==> src/rtl/core/assert_macros.svh <==
// assertion macros, used by the digit engine
`ifndef ASSERT_MACROS_SVH
`define ASSERT_MACROS_SVH
`ifndef SYNTH
`define ASSERT_HOLDS(label, clk, rst_n, expr, msg) \
	label: assert property (@(posedge clk) disable iff (!rst_n) (expr)) else $error(msg);
`define ASSERT_IMPLIES(label, clk, rst_n, ante, cons, msg) \
	label: assert property (@(posedge clk) disable iff (!rst_n) (ante) |-> (cons)) else $error(msg);
`define ASSERT_NEXT(label, clk, rst_n, ante, cons, msg) \
	label: assert property (@(posedge clk) disable iff (!rst_n) (ante) |=> (cons)) else $error(msg);
`else
`define ASSERT_HOLDS(label, clk, rst_n, expr, msg)
`define ASSERT_IMPLIES(label, clk, rst_n, ante, cons, msg)
`define ASSERT_NEXT(label, clk, rst_n, ante, cons, msg)
`endif
`endif

==> src/rtl/core/irad_pkg.sv <==
// shared types, constants and tables of the radix conversion block
`default_nettype none
package irad_pkg;
	localparam int MAX_RADIX = 32;
	localparam int MAX_DIGITS = 32;
	localparam int NUM_W = 32;
	localparam int CHAR_W = 8;
	localparam int RADIX_W = 6;
	localparam int BASE_W = $clog2(MAX_RADIX + 1);
	localparam int DIGIT_W = $clog2(MAX_RADIX);
	localparam int REM_W = BASE_W + 1;
	localparam int CNT_W = $clog2(MAX_DIGITS + 1);
	localparam int IDX_W = $clog2(MAX_DIGITS);
	localparam int RECIP_W = NUM_W;
	localparam int CFG_DW = 64;
	localparam int CFG_AW = 6;
	localparam int ADDR_LSB = 3;
	localparam int REG_IDX_W = CFG_AW - ADDR_LSB;
	localparam int ALPHA_WORDS = 4;
	localparam int ALPHA_SEL_W = $clog2(ALPHA_WORDS);
	localparam int ALPHA_BITS = ALPHA_WORDS * CFG_DW;
	localparam int QUEUE_DEPTH = 2;
	localparam int QPTR_W = $clog2(QUEUE_DEPTH);
	localparam int QCNT_W = $clog2(QUEUE_DEPTH + 1);

	localparam logic [RADIX_W-1:0] RADIX_RESET = RADIX_W'(10);
	localparam logic [BASE_W-1:0] BASE_MAX = BASE_W'(MAX_RADIX);
	localparam logic [CNT_W-1:0] DIGITS_FULL = CNT_W'(MAX_DIGITS);
	localparam logic [CHAR_W-1:0] CH_ZERO = 8'h30;
	localparam logic [CHAR_W-1:0] CH_MINUS = 8'h2d;

	typedef enum logic [REG_IDX_W-1:0] {
		REG_RADIX   = 3'd0,
		REG_ALPHA_0 = 3'd1,
		REG_ALPHA_1 = 3'd2,
		REG_ALPHA_2 = 3'd3,
		REG_ALPHA_3 = 3'd4
	} reg_idx_t;

	typedef enum logic [1:0] {
		JOB_ERROR,
		JOB_ZERO,
		JOB_CONVERT
	} job_kind_t;

	typedef struct packed {
		job_kind_t kind;
		logic negative;
		logic [NUM_W-1:0] magnitude;
		logic [BASE_W-1:0] base;
	} job_t;

	// floor(2^32 / base); the estimate floor(m * r / 2^32) is the quotient or one less
	localparam logic [RECIP_W-1:0] RECIP [0:MAX_RADIX] = '{
		32'h00000000, 32'h00000000, 32'h80000000, 32'h55555555,
		32'h40000000, 32'h33333333, 32'h2aaaaaaa, 32'h24924924,
		32'h20000000, 32'h1c71c71c, 32'h19999999, 32'h1745d174,
		32'h15555555, 32'h13b13b13, 32'h12492492, 32'h11111111,
		32'h10000000, 32'h0f0f0f0f, 32'h0e38e38e, 32'h0d79435e,
		32'h0ccccccc, 32'h0c30c30c, 32'h0ba2e8ba, 32'h0b21642c,
		32'h0aaaaaaa, 32'h0a3d70a3, 32'h09d89d89, 32'h097b425e,
		32'h09249249, 32'h08d3dcb0, 32'h08888888, 32'h08421084,
		32'h08000000
	};
endpackage
`default_nettype wire

==> src/rtl/core/irad_if.sv <==
// stream interfaces for input numbers and output characters
`default_nettype none
interface irad_num_if;
	logic valid;
	logic ready;
	logic signed [irad_pkg::NUM_W-1:0] number;

	modport source (output valid, output number, input ready);
	modport sink (input valid, input number, output ready);
endinterface

interface irad_chr_if;
	logic valid;
	logic ready;
	logic [irad_pkg::CHAR_W-1:0] character;
	logic last;
	logic error;

	modport source (output valid, output character, output last, output error, input ready);
	modport sink (input valid, input character, input last, input error, output ready);
endinterface
`default_nettype wire

==> src/rtl/core/irad_regs.sv <==
// apb configuration registers: radix and alphabet
`default_nettype none
module irad_regs (
	input  wire logic clk,
	input  wire logic arst_n,
	input  wire logic psel,
	input  wire logic penable,
	input  wire logic pwrite,
	input  wire logic [irad_pkg::CFG_AW-1:0] paddr,
	input  wire logic [irad_pkg::CFG_DW-1:0] pwdata,
	output logic [irad_pkg::CFG_DW-1:0] prdata,
	output logic pready,
	output logic [irad_pkg::RADIX_W-1:0] radix,
	output logic [irad_pkg::ALPHA_BITS-1:0] alphabet
);
	logic [irad_pkg::RADIX_W-1:0] radix_q;
	logic [irad_pkg::CFG_DW-1:0] alpha_q [irad_pkg::ALPHA_WORDS];
	irad_pkg::reg_idx_t idx;
	logic [irad_pkg::ALPHA_SEL_W-1:0] alpha_sel;
	logic wr_en;

	assign pready = 1'b1;
	assign wr_en = psel && penable && pwrite && pready;
	assign idx = irad_pkg::reg_idx_t'(paddr[irad_pkg::CFG_AW-1:irad_pkg::ADDR_LSB]);
	assign alpha_sel = irad_pkg::ALPHA_SEL_W'(idx - irad_pkg::REG_ALPHA_0);

	always_ff @(posedge clk or negedge arst_n) begin
		if (!arst_n) begin
			radix_q <= irad_pkg::RADIX_RESET;
			for (int w = 0; w < irad_pkg::ALPHA_WORDS; w++) begin
				alpha_q[w] <= '0;
			end
		end else if (wr_en) begin
			unique case (idx) inside
				irad_pkg::REG_RADIX: begin
					radix_q <= pwdata[irad_pkg::RADIX_W-1:0];
				end
				[irad_pkg::REG_ALPHA_0:irad_pkg::REG_ALPHA_3]: begin
					alpha_q[alpha_sel] <= pwdata;
				end
				default: begin
				end
			endcase
		end
	end

	always_comb begin
		unique case (idx) inside
			irad_pkg::REG_RADIX: prdata = {{(irad_pkg::CFG_DW-irad_pkg::RADIX_W){1'b0}}, radix_q};
			[irad_pkg::REG_ALPHA_0:irad_pkg::REG_ALPHA_3]: prdata = alpha_q[alpha_sel];
			default: prdata = '0;
		endcase
	end

	assign radix = radix_q;
	for (genvar w = 0; w < irad_pkg::ALPHA_WORDS; w++) begin : g_alpha
		assign alphabet[w*irad_pkg::CFG_DW +: irad_pkg::CFG_DW] = alpha_q[w];
	end
endmodule
`default_nettype wire

==> src/rtl/core/irad_front.sv <==
// front end: accepts numbers, classifies them and forms the magnitude
`default_nettype none
module irad_front (
	irad_num_if.sink numbers,
	input  wire logic [irad_pkg::RADIX_W-1:0] radix,
	output logic push_valid,
	output irad_pkg::job_t push_job,
	input  wire logic push_ready
);
	logic [irad_pkg::NUM_W-1:0] raw;
	logic [irad_pkg::BASE_W-1:0] base;
	logic neg;

	assign raw = $unsigned(numbers.number);
	assign neg = raw[irad_pkg::NUM_W-1];
	// radix above the alphabet size saturates
	assign base = (radix > irad_pkg::BASE_MAX) ? irad_pkg::BASE_MAX : radix[irad_pkg::BASE_W-1:0];

	always_comb begin
		push_job.base = base;
		push_job.negative = neg;
		// unsigned negate also covers the most negative input
		push_job.magnitude = neg ? (irad_pkg::NUM_W'(0) - raw) : raw;
		if (base == '0) begin
			push_job.kind = irad_pkg::JOB_ERROR;
		end else if (raw == '0) begin
			push_job.kind = irad_pkg::JOB_ZERO;
		end else if (base == irad_pkg::BASE_W'(1)) begin
			push_job.kind = irad_pkg::JOB_ERROR;
		end else begin
			push_job.kind = irad_pkg::JOB_CONVERT;
		end
	end

	assign push_valid = numbers.valid;
	assign numbers.ready = push_ready;
endmodule
`default_nettype wire

==> src/rtl/core/irad_queue.sv <==
// short job queue between front end and digit engine
`default_nettype none
module irad_queue (
	input  wire logic clk,
	input  wire logic arst_n,
	input  wire logic push_valid,
	input  wire irad_pkg::job_t push_job,
	output logic push_ready,
	output logic pop_valid,
	output irad_pkg::job_t pop_job,
	input  wire logic pop_ready
);
	irad_pkg::job_t slots_q [irad_pkg::QUEUE_DEPTH];
	logic [irad_pkg::QPTR_W-1:0] wr_ptr_q, rd_ptr_q;
	logic [irad_pkg::QCNT_W-1:0] count_q;
	logic do_push, do_pop;

	assign push_ready = count_q != irad_pkg::QCNT_W'(irad_pkg::QUEUE_DEPTH);
	assign pop_valid = count_q != '0;
	assign pop_job = slots_q[rd_ptr_q];
	assign do_push = push_valid && push_ready;
	assign do_pop = pop_valid && pop_ready;

	always_ff @(posedge clk or negedge arst_n) begin
		if (!arst_n) begin
			wr_ptr_q <= '0;
			rd_ptr_q <= '0;
			count_q <= '0;
		end else begin
			if (do_push) begin
				wr_ptr_q <= (wr_ptr_q == irad_pkg::QPTR_W'(irad_pkg::QUEUE_DEPTH - 1)) ?
					'0 : wr_ptr_q + irad_pkg::QPTR_W'(1);
			end
			if (do_pop) begin
				rd_ptr_q <= (rd_ptr_q == irad_pkg::QPTR_W'(irad_pkg::QUEUE_DEPTH - 1)) ?
					'0 : rd_ptr_q + irad_pkg::QPTR_W'(1);
			end
			if (do_push && !do_pop) begin
				count_q <= count_q + irad_pkg::QCNT_W'(1);
			end else if (do_pop && !do_push) begin
				count_q <= count_q - irad_pkg::QCNT_W'(1);
			end
		end
	end

	always_ff @(posedge clk) begin
		if (do_push) begin
			slots_q[wr_ptr_q] <= push_job;
		end
	end
endmodule
`default_nettype wire

==> src/rtl/core/irad_back.sv <==
// digit engine: reciprocal division per digit, then character output
`default_nettype none
`include "assert_macros.svh"
module irad_back (
	input  wire logic clk,
	input  wire logic arst_n,
	input  wire logic job_valid,
	input  wire irad_pkg::job_t job,
	output logic job_ready,
	input  wire logic [irad_pkg::ALPHA_BITS-1:0] alphabet,
	irad_chr_if.source chars
);
	typedef enum logic [1:0] {
		ST_IDLE,
		ST_MUL,
		ST_DIV,
		ST_EMIT
	} state_t;

	state_t state_q;
	logic [irad_pkg::NUM_W-1:0] mag_q;
	logic [irad_pkg::BASE_W-1:0] base_q;
	logic neg_q;
	logic minus_pending_q;
	logic [irad_pkg::NUM_W-1:0] qest_q;
	logic [irad_pkg::CNT_W-1:0] cnt_q;
	logic [irad_pkg::DIGIT_W-1:0] digits_q [irad_pkg::MAX_DIGITS];
	logic out_valid_q, out_last_q, out_err_q;
	logic [irad_pkg::CHAR_W-1:0] out_char_q;

	logic out_free;
	logic out_load;
	logic [2*irad_pkg::NUM_W-1:0] prod;
	logic [irad_pkg::NUM_W+irad_pkg::BASE_W-1:0] qb;
	logic [irad_pkg::REM_W-1:0] rem_raw, rem_fix;
	logic fix;
	logic [irad_pkg::DIGIT_W-1:0] digit;
	logic [irad_pkg::NUM_W-1:0] quot;
	logic [irad_pkg::CNT_W-1:0] cnt_inc, cnt_dec;
	logic [irad_pkg::DIGIT_W-1:0] rd_digit;
	logic [irad_pkg::DIGIT_W+2:0] sel;
	logic [irad_pkg::CHAR_W-1:0] digit_char;

	assign out_free = !out_valid_q || chars.ready;
	assign job_ready = (state_q == ST_IDLE) && out_free;

	// a new result enters the output register this cycle
	assign out_load = ((state_q == ST_IDLE) && job_valid && job_ready &&
		(job.kind != irad_pkg::JOB_CONVERT)) || ((state_q == ST_EMIT) && out_free);

	// quotient estimate from the reciprocal table
	assign prod = {{irad_pkg::NUM_W{1'b0}}, mag_q} *
		{{(2*irad_pkg::NUM_W-irad_pkg::RECIP_W){1'b0}}, irad_pkg::RECIP[base_q]};

	// remainder is below twice the base, so the low bits are exact
	assign qb = {{irad_pkg::BASE_W{1'b0}}, qest_q} * {{irad_pkg::NUM_W{1'b0}}, base_q};
	assign rem_raw = mag_q[irad_pkg::REM_W-1:0] - qb[irad_pkg::REM_W-1:0];
	assign fix = rem_raw >= {1'b0, base_q};
	assign rem_fix = rem_raw - {1'b0, base_q};
	assign digit = fix ? rem_fix[irad_pkg::DIGIT_W-1:0] : rem_raw[irad_pkg::DIGIT_W-1:0];
	assign quot = qest_q + {{(irad_pkg::NUM_W-1){1'b0}}, fix};

	assign cnt_inc = cnt_q + irad_pkg::CNT_W'(1);
	assign cnt_dec = cnt_q - irad_pkg::CNT_W'(1);
	assign rd_digit = digits_q[cnt_dec[irad_pkg::IDX_W-1:0]];
	assign sel = {rd_digit, 3'b000};
	assign digit_char = alphabet[sel +: irad_pkg::CHAR_W];

	always_ff @(posedge clk or negedge arst_n) begin
		if (!arst_n) begin
			state_q <= ST_IDLE;
			mag_q <= '0;
			base_q <= '0;
			neg_q <= 1'b0;
			minus_pending_q <= 1'b0;
			qest_q <= '0;
			cnt_q <= '0;
			out_valid_q <= 1'b0;
			out_last_q <= 1'b0;
			out_err_q <= 1'b0;
			out_char_q <= '0;
		end else begin
			if (out_load) begin
				out_valid_q <= 1'b1;
			end else if (chars.ready) begin
				out_valid_q <= 1'b0;
			end
			unique case (state_q)
				ST_IDLE: begin
					if (job_valid && job_ready) begin
						unique case (job.kind)
							irad_pkg::JOB_ERROR: begin
								out_char_q <= '0;
								out_last_q <= 1'b1;
								out_err_q <= 1'b1;
							end
							irad_pkg::JOB_ZERO: begin
								out_char_q <= irad_pkg::CH_ZERO;
								out_last_q <= 1'b1;
								out_err_q <= 1'b0;
							end
							irad_pkg::JOB_CONVERT: begin
								mag_q <= job.magnitude;
								base_q <= job.base;
								neg_q <= job.negative;
								cnt_q <= '0;
								state_q <= ST_MUL;
							end
							default: begin
							end
						endcase
					end
				end
				ST_MUL: begin
					qest_q <= prod[2*irad_pkg::NUM_W-1:irad_pkg::NUM_W];
					state_q <= ST_DIV;
				end
				ST_DIV: begin
					mag_q <= quot;
					cnt_q <= cnt_inc;
					if (quot == '0 || cnt_inc == irad_pkg::DIGITS_FULL) begin
						minus_pending_q <= neg_q;
						state_q <= ST_EMIT;
					end else begin
						state_q <= ST_MUL;
					end
				end
				ST_EMIT: begin
					if (out_free) begin
						out_err_q <= 1'b0;
						if (minus_pending_q) begin
							minus_pending_q <= 1'b0;
							out_char_q <= irad_pkg::CH_MINUS;
							out_last_q <= 1'b0;
						end else begin
							out_char_q <= digit_char;
							out_last_q <= cnt_q == irad_pkg::CNT_W'(1);
							cnt_q <= cnt_dec;
							if (cnt_q == irad_pkg::CNT_W'(1)) begin
								state_q <= ST_IDLE;
							end
						end
					end
				end
				default: begin
					state_q <= ST_IDLE;
				end
			endcase
		end
	end

	// digits are collected least significant first
	always_ff @(posedge clk) begin
		if (state_q == ST_DIV) begin
			digits_q[cnt_q[irad_pkg::IDX_W-1:0]] <= digit;
		end
	end

	assign chars.valid = out_valid_q;
	assign chars.character = out_char_q;
	assign chars.last = out_last_q;
	assign chars.error = out_err_q;

	`ASSERT_HOLDS(a_cnt_range, clk, arst_n, cnt_q <= irad_pkg::DIGITS_FULL, "digit count beyond store")
	`ASSERT_IMPLIES(a_emit_cnt, clk, arst_n, state_q == ST_EMIT, cnt_q != '0, "emit with no digits")
	`ASSERT_IMPLIES(a_err_form, clk, arst_n, out_valid_q && out_err_q, out_last_q && out_char_q == '0, "bad error result")
	`ASSERT_NEXT(a_start_conv, clk, arst_n, job_valid && job_ready && job.kind == irad_pkg::JOB_CONVERT, state_q == ST_MUL, "conversion did not start")
endmodule
`default_nettype wire

==> src/rtl/core/integer_to_radix_digits.sv <==
// top level: signed integer to text in a configured radix
//
// numbers: valid/ready stream of signed 32-bit values; chars: valid/ready stream
// of result characters, most significant first, last on the final one, and error on
// the single result for radix 0, or radix 1 with nonzero input; else zero gives '0'.
// apb port: radix at 0x00, alphabet words 0..3 at 0x08..0x20; the user must see that
// they are written only while idle, as the block itself does not enforce it.
// a front end classifies each number and takes its magnitude into a two-entry
// job queue, so up to two numbers are taken while a conversion is running.
// for each digit the engine runs a reciprocal multiply step, then a remainder and
// correction step; the characters then pass through the output register, one per
// cycle while the receiver is ready.
// error and zero results leave in the cycle after the job is taken.
// reset clears the queue, the engine and the output register, sets the radix
// to ten and the alphabet to zero bytes; no clearing pass is needed.
// when the receiver stalls the pending character holds, the engine waits and
// the queue fills, after which numbers.ready drops.
`default_nettype none
module integer_to_radix_digits (
	input  wire logic clk,
	input  wire logic arst_n,
	irad_num_if.sink numbers,
	irad_chr_if.source chars,
	input  wire logic psel,
	input  wire logic penable,
	input  wire logic pwrite,
	input  wire logic [irad_pkg::CFG_AW-1:0] paddr,
	input  wire logic [irad_pkg::CFG_DW-1:0] pwdata,
	output logic [irad_pkg::CFG_DW-1:0] prdata,
	output logic pready
);
	logic [irad_pkg::RADIX_W-1:0] radix;
	logic [irad_pkg::ALPHA_BITS-1:0] alphabet;
	logic push_valid, push_ready, pop_valid, pop_ready;
	irad_pkg::job_t push_job, pop_job;

	irad_regs u_regs (
		.clk      (clk),
		.arst_n   (arst_n),
		.psel     (psel),
		.penable  (penable),
		.pwrite   (pwrite),
		.paddr    (paddr),
		.pwdata   (pwdata),
		.prdata   (prdata),
		.pready   (pready),
		.radix    (radix),
		.alphabet (alphabet)
	);

	irad_front u_front (
		.numbers    (numbers),
		.radix      (radix),
		.push_valid (push_valid),
		.push_job   (push_job),
		.push_ready (push_ready)
	);

	irad_queue u_queue (
		.clk        (clk),
		.arst_n     (arst_n),
		.push_valid (push_valid),
		.push_job   (push_job),
		.push_ready (push_ready),
		.pop_valid  (pop_valid),
		.pop_job    (pop_job),
		.pop_ready  (pop_ready)
	);

	irad_back u_back (
		.clk       (clk),
		.arst_n    (arst_n),
		.job_valid (pop_valid),
		.job       (pop_job),
		.job_ready (pop_ready),
		.alphabet  (alphabet),
		.chars     (chars)
	);
endmodule
`default_nettype wire

==> src/flat_wrapper.sv <==
// flat-port wrapper written by rule: the top's interface ports become plain ports
module integer_to_radix_digits_flat 
  (clk, arst_n, psel, penable, pwrite, paddr, pwdata, prdata, pready, numbers_valid, numbers_number, numbers_ready, chars_valid, chars_character, chars_last, chars_error, chars_ready);
  irad_num_if numbers_i ();
  irad_chr_if chars_i ();
  input  wire logic clk;
  input  wire logic arst_n;
  input  wire logic psel;
  input  wire logic penable;
  input  wire logic pwrite;
  input  wire logic [irad_pkg::CFG_AW-1:0] paddr;
  input  wire logic [irad_pkg::CFG_DW-1:0] pwdata;
  output logic [irad_pkg::CFG_DW-1:0] prdata;
  output logic pready;
  input wire logic [$bits(numbers_i.valid)-1:0] numbers_valid;
  input wire logic [$bits(numbers_i.number)-1:0] numbers_number;
  output wire logic [$bits(numbers_i.ready)-1:0] numbers_ready;
  output wire logic [$bits(chars_i.valid)-1:0] chars_valid;
  output wire logic [$bits(chars_i.character)-1:0] chars_character;
  output wire logic [$bits(chars_i.last)-1:0] chars_last;
  output wire logic [$bits(chars_i.error)-1:0] chars_error;
  input wire logic [$bits(chars_i.ready)-1:0] chars_ready;
  assign numbers_i.valid = numbers_valid;
  assign numbers_i.number = numbers_number;
  assign numbers_ready = numbers_i.ready;
  assign chars_valid = chars_i.valid;
  assign chars_character = chars_i.character;
  assign chars_last = chars_i.last;
  assign chars_error = chars_i.error;
  assign chars_i.ready = chars_ready;
  integer_to_radix_digits u_core (.clk(clk), .arst_n(arst_n), .numbers(numbers_i), .chars(chars_i), .psel(psel), .penable(penable), .pwrite(pwrite), .paddr(paddr), .pwdata(pwdata), .prdata(prdata), .pready(pready));
endmodule
==> config.mk <==
export PLATFORM = sky130hd
export DESIGN_NAME = integer_to_radix_digits_flat
export DESIGN_NICKNAME = d
export VERILOG_FILES = /design/src/rtl/core/irad_pkg.sv /design/src/rtl/core/irad_if.sv /design/src/rtl/core/irad_regs.sv /design/src/rtl/core/irad_front.sv /design/src/rtl/core/irad_queue.sv /design/src/rtl/core/irad_back.sv /design/src/rtl/core/integer_to_radix_digits.sv /design/src/flat_wrapper.sv
export VERILOG_INCLUDE_DIRS = /design/src /design/src/rtl/core
export SDC_FILE = /design/constraint.sdc
export NUM_CORES = 2
export LEC_CHECK = 0
export BUFFER_PORTS_ARGS = -buffer_cell sky130_fd_sc_hd__buf_2
export CORE_UTILIZATION = 50
export DETAILED_ROUTE_END_ITERATION = 10
export GPL_TIMING_DRIVEN = 0
export PLACE_DENSITY = 0.66
export SETUP_SLACK_MARGIN = 0.02
export SYNTH_ARGS = -nofsm -noshare
export SYNTH_HDL_FRONTEND = slang
export SYNTH_SLANG_ARGS = --single-unit
export TNS_END_PERCENT = 5
==> constraint.sdc <==
create_clock -name clk -period 13.5 [get_ports clk]
set_input_delay 3.375 -clock clk [delete_from_list [all_inputs] [get_ports clk]]
set_output_delay 3.375 -clock clk [all_outputs]
set_load 0.005 [all_outputs]
# ---- Word-level counts from Yosys, hierarchy flattened
# Memories as Yosys holds them, arrays and structs flattened.
# Cells that the tools add are included.
dict set report totals {
  out_inout_bits 77
  ramBits 242
  reg_bits 357
  n_memories 3
  romBits 2048
  in_bits 109
  wordCells 161
}
dict set report op_classes {
  addsub 11
  shifts 1
  multipliers 2
  bitwise 2
  eq_ne 18
  order_cmp 7
  n_reduce_logical 42
  n_mux 56
}
# memory words word_bits rd rd_clocked_by_memory_dff wr line
set mem_list {}
lappend mem_list {{(no name shown)} 64 32 1 0 0 irad_back.sv:53} ;# {{(2*irad_pkg::NUM_W-irad_pkg::RECIP_W){1'b0}}, irad_pkg::RECIP[base_q]};
lappend mem_list {u_core.u_back.digits_q 32 5 1 0 1 irad_back.sv:27} ;# logic [irad_pkg::DIGIT_W-1:0] digits_q [irad_pkg::MAX_DIGITS];
lappend mem_list {u_core.u_queue.slots_q 2 41 1 0 1 irad_queue.sv:13} ;# irad_pkg::job_t slots_q [irad_pkg::QUEUE_DEPTH];
# operator n
set ops {}
lappend ops {{$bwmux W256} 1}
lappend ops {{$shiftx A256 B9 Y8} 1}
lappend ops {{$mux W64} 3}
lappend ops {{$mux W32} 5}
lappend ops {{$bmux W64 S2} 1}
lappend ops {{$demux W64 S2} 1}
lappend ops {{$pmux W64 S2} 1}
lappend ops {{$logic_not A32 Y1} 2}
lappend ops {{$mul A32 B32 Y64} 1}
lappend ops {{$pmux W32 S2} 1}
lappend ops {{$add A32 B1 Y32} 1}
lappend ops {{$mul A32 B6 Y7} 1}
lappend ops {{$pmux W8 S2} 2}
lappend ops {{$sub A1 B32 Y32 const A} 1}
lappend ops {{$mux W6} 5}
lappend ops {{$mux W8} 3}
lappend ops {{$mux W2} 11}
lappend ops {{$pmux W6 S3} 1}
lappend ops {{$mux W1} 15}
lappend ops {{$logic_and A1 B1 Y1} 13}
lappend ops {{$eq A6 B1 Y1 const B} 2}
lappend ops {{$ne A2 B2 Y1 const B} 6}
lappend ops {{$reduce_bool A2 Y1} 6}
lappend ops {{$reduce_and A5 Y1} 2}
lappend ops {{other kinds (34)} 53}

# ---- Longest topological paths before layout
dict set report depth {
  ltp_word 8
  depth_mapped 37
  ltp_nobuf 35
}

# ---- Hierarchy
# Synthesis repeated with hierarchy kept, for this count alone.
dict set report hier_totals {
  cells_unflattened 6231
  area_unflattened_um2 65155.0
}
# mod instances area_each_um2 cells_each seq_area_each_um2
set modules_own_cells {}
lappend modules_own_cells {irad_back 1 48437.7 5247 7081.8}
lappend modules_own_cells {irad_regs 1 12477.0 719 6558.8}
lappend modules_own_cells {irad_queue 1 3355.7 146 2562.5}
lappend modules_own_cells {irad_front 1 884.6 119 0.0}

# ---- Worst setup path after synthesis
# No wires, ideal clock.
dict set report synth_path {
  kind {input port to output port}
  from {in paddr[3] in the netlist's numbering}
  to {out prdata[3] in the netlist's numbering}
  path_stages 8
  path_buffers 4
  path_slack_ns 4.193
  t_required_ns 10.125
  arrival_time_ns 5.932
  path_cell_list {buf_1 -> buf_1 -> inv_1 -> ha_1 -> clkbuf_1 -> buf_1 -> mux4_2 -> a22o_1}
}
dict set report synth_between {
  elab_chain_cells 6
  elab_cells_between_ends 10
  cone_classes {add/sub (1); order compare (2); mux (4); bitwise (1); reduce/logical (2)}
}
# item line
set synth_rtl {}
lappend synth_rtl {{start, declared} flat_wrapper.sv:11} ;# input wire logic [irad_pkg::CFG_AW-1:0] paddr;
lappend synth_rtl {{$sub A2 B1 Y2} irad_regs.sv:25} ;# assign alpha_sel = irad_pkg::ALPHA_SEL_W'(idx - irad_pkg::REG_ALPHA_0);
lappend synth_rtl {{$not A2 Y3 (not written as such)} irad_regs.sv:50} ;# [irad_pkg::REG_ALPHA_0:irad_pkg::REG_ALPHA_3]: prdata = alpha_q[alpha_sel];
lappend synth_rtl {{$bmux W64 S2} irad_regs.sv:50}
lappend synth_rtl {{$mux W64 (not written as such) (2 in a row)} irad_regs.sv:50}
lappend synth_rtl {{$pmux W64 S2 (*)} irad_regs.sv:48} ;# unique case (idx) inside
lappend synth_rtl {{end, declared} flat_wrapper.sv:13} ;# output logic [irad_pkg::CFG_DW-1:0] prdata;
# Mark *: on every way between the ends. The rest lies on a longest branch, timed or not. The select of a mux whose other input is x is not followed.

# ---- Worst setup path in the final report
dict set report layout_path {
  from {reg u_core.u_back.base_q[0] in the netlist's numbering}
  to {reg u_core.u_back.qest_q[31] in the netlist's numbering}
}
dict set report layout_between {
  elab_chain_cells 5
}
# item line
set layout_rtl {}
lappend layout_rtl {{start, declared} irad_back.sv:22} ;# logic [irad_pkg::BASE_W-1:0] base_q;
lappend layout_rtl {{start signal, assigned} irad_back.sv:104} ;# base_q <= job.base;
lappend layout_rtl {{$not A6 Y7 (not written as such)} irad_back.sv:53}
lappend layout_rtl {{$mem_v2 Z64 W32} -}
lappend layout_rtl {{$mux W32 (not written as such) (2 in a row)} irad_back.sv:53}
lappend layout_rtl {{$mul A32 B32 Y64} irad_back.sv:52} ;# assign prod = {{irad_pkg::NUM_W{1'b0}}, mag_q} *
lappend layout_rtl {{end signal, assigned} irad_back.sv:115} ;# qest_q <= prod[2*irad_pkg::NUM_W-1:irad_pkg::NUM_W];
lappend layout_rtl {{end, declared} irad_back.sv:25} ;# logic [irad_pkg::NUM_W-1:0] qest_q;
# Every way passes these cells. The select of a mux whose other input is x is not followed.
# A chain may end at the register's enable or synchronous reset.

==> metrics <==
outcome finished, violations left; violations in the final reports capacitance limit, slew limit; die height 360.1 µm; initial core utilization 50.36%; Final Cycle Share 93.90%; Synth Instances 6,233; Critical Path End u_core.u_back.qest_q[31]; row cnt 131; cell area after layout 69,570 µm²; Final setup viols 0; synthesized net count 7,560; largest net degree at the start of global routing 107; Syn Area/Cell 10.29 µm²; H-tree depth 2; CP Capture Type flip-flop; cts hold-fix bufs 0; Yosys top cell area share 28.31%; CTS tree yes; CP Data Required Time 14,010 ps; clock root cell clkbuf_16; Netlist cell types 93; count leader, synth inv_1; setup_tns 0 ps; placed instance area 67,470 µm²; crit-path max cell delay 1120 ps; Hold Vio Cnt, Final 0; Die Area 129,700 µm²; top fanout value on the critical path 11; register clock-pin slew on the reported worst setup and hold paths 60 ps; synth warn 0; Nets 7,819; GRT Total Usage 37.56%; total gr overflow 0; Max Cap Viol 3; sequential element share of the synthesized area 25.26%; Routed WL per cell 29.30 µm; fmax 78.88 MHz; core area 127,400 µm²; Setup crit start kind flip-flop; DR vias 50.04k; Placer Congestion 1.069; Iter 0 DRT Violations 6,004; initial antenna violation count 46; via/cell ratio 6.073; Worst Setup Path Type reg2reg; hold path cells 2; Mapped Area 64,130 µm²; FF/Latch Area 16,200 µm²; Resize count post-CTS 0; Rel. slew slack -1.847%; #FFs+latches synth 599; Hold Crit Class reg2reg; Area growth syn-to-layout 8.469%; EDFF count, synth 242; # DRC 0; layout cells sized above 1 11.90%; DRT Wirelength 241,400 µm; CP arrival 13,190 ps; Max Buffers Root-to-Sink 3; I/O pins 186; Worst path most repeated cell fa_1; Reg2Reg Setup Slack 820 ps; reg2reg end u_core.u_back.qest_q[31]; clock latency on the worst-skew pair 670 ps; main area contributors after synthesis fa_1 (28%), dfrtp_1 (14%), edfxtp_1 (11%), and2_1 (7.0%), ha_1 (6.1%); antenna viol nets, final 0; Top FF cell, synth dfrtp_1; TritonRoute pass-1 iters 6; Worst R2R Path Depth 33; first-pass GRT wire length 350,900 µm; Sink Count 599; Post-synth top cells inv_1 (922), fa_1 (907), nand2_1 (782); hpwl dp 192,100 µm; Worst R2R Start u_core.u_back.base_q[0]; fillers 11.42k; Layout Skew 84.16 ps; Die W 360.1 µm; Synth area leader fa_1; Critical Path Start u_core.u_back.base_q[0]; Synth async-reset ratio 59.60%; Multi-input gate area 43,010 µm²; Slew @ Worst Pin 1528 ps; CTS Buf Count 60; # port buffers 181; vias in the first global route 50.74k; Pins Over Slew Limit 15; Slowest-stage cell, CP o211ai_1; RSZ-0062 raised after global routing no; crit path time final 12,680 ps; Setup Buffers After CTS 0
kinds of logic (layout without fill, tap and decap cells):
group           Yosys count  in the layout  share of synthesized area [%]
mux                     462            462                          9.833
simple gates           1984           1984                          15.54
other cells               1             34                       0.005847
fa+ha+maj              1218           1218                          34.38
buf+inv                1308           1619                          7.802
xor+xnor                119            119                          1.637
flops                   599            599                          25.26
compound gates          542            542                          5.539
how the worst min path moves through the flow:
stage	startpoint	endpoint	slack, ps
detailed placement	u_core.u_queue.count_q[1]	u_core.u_queue.count_q[1]	510
global placement	u_core.u_queue.wr_ptr_q	u_core.u_queue.wr_ptr_q	480
CTS	u_core.u_queue.slots_q[0][1]	u_core.u_back.base_q[1]	490
global route	u_core.u_queue.slots_q[0][1]	u_core.u_back.base_q[1]	550
finish	u_core.u_queue.slots_q[0][1]	u_core.u_back.base_q[1]	500
floorplan	u_core.u_queue.wr_ptr_q	u_core.u_queue.wr_ptr_q	460
layout make-up:
cell class	count	area share [%]
multi-input cells	4326	61.83
flip-flops and latches	599	23.29
inverters	925	4.991
well taps	1662	2.989
clock buffers	77	2.293
plain buffers	383	2.201
repair buffers	197	1.700
clock inverters	37	0.5863
diodes	33	0.1187
per-stage QoR:
step	cells	hold slack (ps)	util (%)	setup slack, ps
2_1_floorplan	6233	460.8	-	4193
3_3_place_gp	8076	475.5	52.70	233.0
3_5_place_dp	8091	510.7	52.98	1383
4_1_cts	8205	486.0	54.55	1351
5_1_grt	8209	546.6	54.56	543.2
6_report	8239	495.4	54.62	822.9
state kept, by name, summed over array words and instances (netlist names):
| name | count |
|---|---|
| u_core.u_back.chars.last | 1 |
| u_core.u_back.mag_q | 32 |
| u_core.u_regs.radix | 6 |
| u_core.u_queue.count_q | 2 |
| u_core.u_regs.alphabet | 256 |
| u_core.u_back.digits_q | 160 |
| u_core.u_back.base_q | 6 |
| u_core.u_back.state_q | 2 |
| u_core.u_back.chars.valid | 1 |
| u_core.u_queue.rd_ptr_q | 1 |
| u_core.u_back.qest_q | 32 |
| u_core.u_back.chars.character | 8 |
| u_core.u_queue.wr_ptr_q | 1 |
| u_core.u_queue.slots_q | 82 |
| u_core.u_back.minus_pending_q | 1 |
| u_core.u_back.chars.error | 1 |
| u_core.u_back.neg_q | 1 |
| u_core.u_back.cnt_q | 6 |
worst max-delay path: cells and delay by family, from the launching register on:
family                     cells  cell delay (ps)
adders and majority gates     10             3810
xor gates and xnor gates       1              150
DFF                            1              550
and+or+nand+nor                6             1760
buffers and inverters          9             3070
AOI/OAI and AO/OA              7             3180
placed cells by master (no fill, tap or decap), types with 15 or more instances in the layout:
cell,n
inv_1,922
fa_1,907
nand2_1,782
and2_1,713
dfrtp_1,355
clkbuf_1,340
ha_1,311
mux2_2,294
edfxtp_1,242
buf_2,210
nor2_1,147
a21oi_1,140
nand3_1,132
o21ai_0,107
mux4_2,105
xnor2_1,90
mux2i_1,62
clkbuf_16,60
a21o_1,54
a31oi_1,50
nor3_1,36
nand4_1,36
diode_2,33
a211oi_1,28
xor2_1,28
nor2b_1,25
and3_1,22
a32oi_1,18
buf_1,17
nand2b_1,17
o21bai_1,16
o211ai_1,15
routing by layer:
layer	share of wire (%)	up-vias	wire length (µm)	track usage, %
met3	12	612	29870	11.20
met5	0.11	-	270	0
met2	43	3125	105000	55.69
li1	-	20510	-	-
met1	39	25760	93720	50.83
met4	5.2	26	12540	16.89
Power is left out: the tool's default activity adds up to more than one toggle a clock period on the data nets, which glitch-free logic cannot reach.
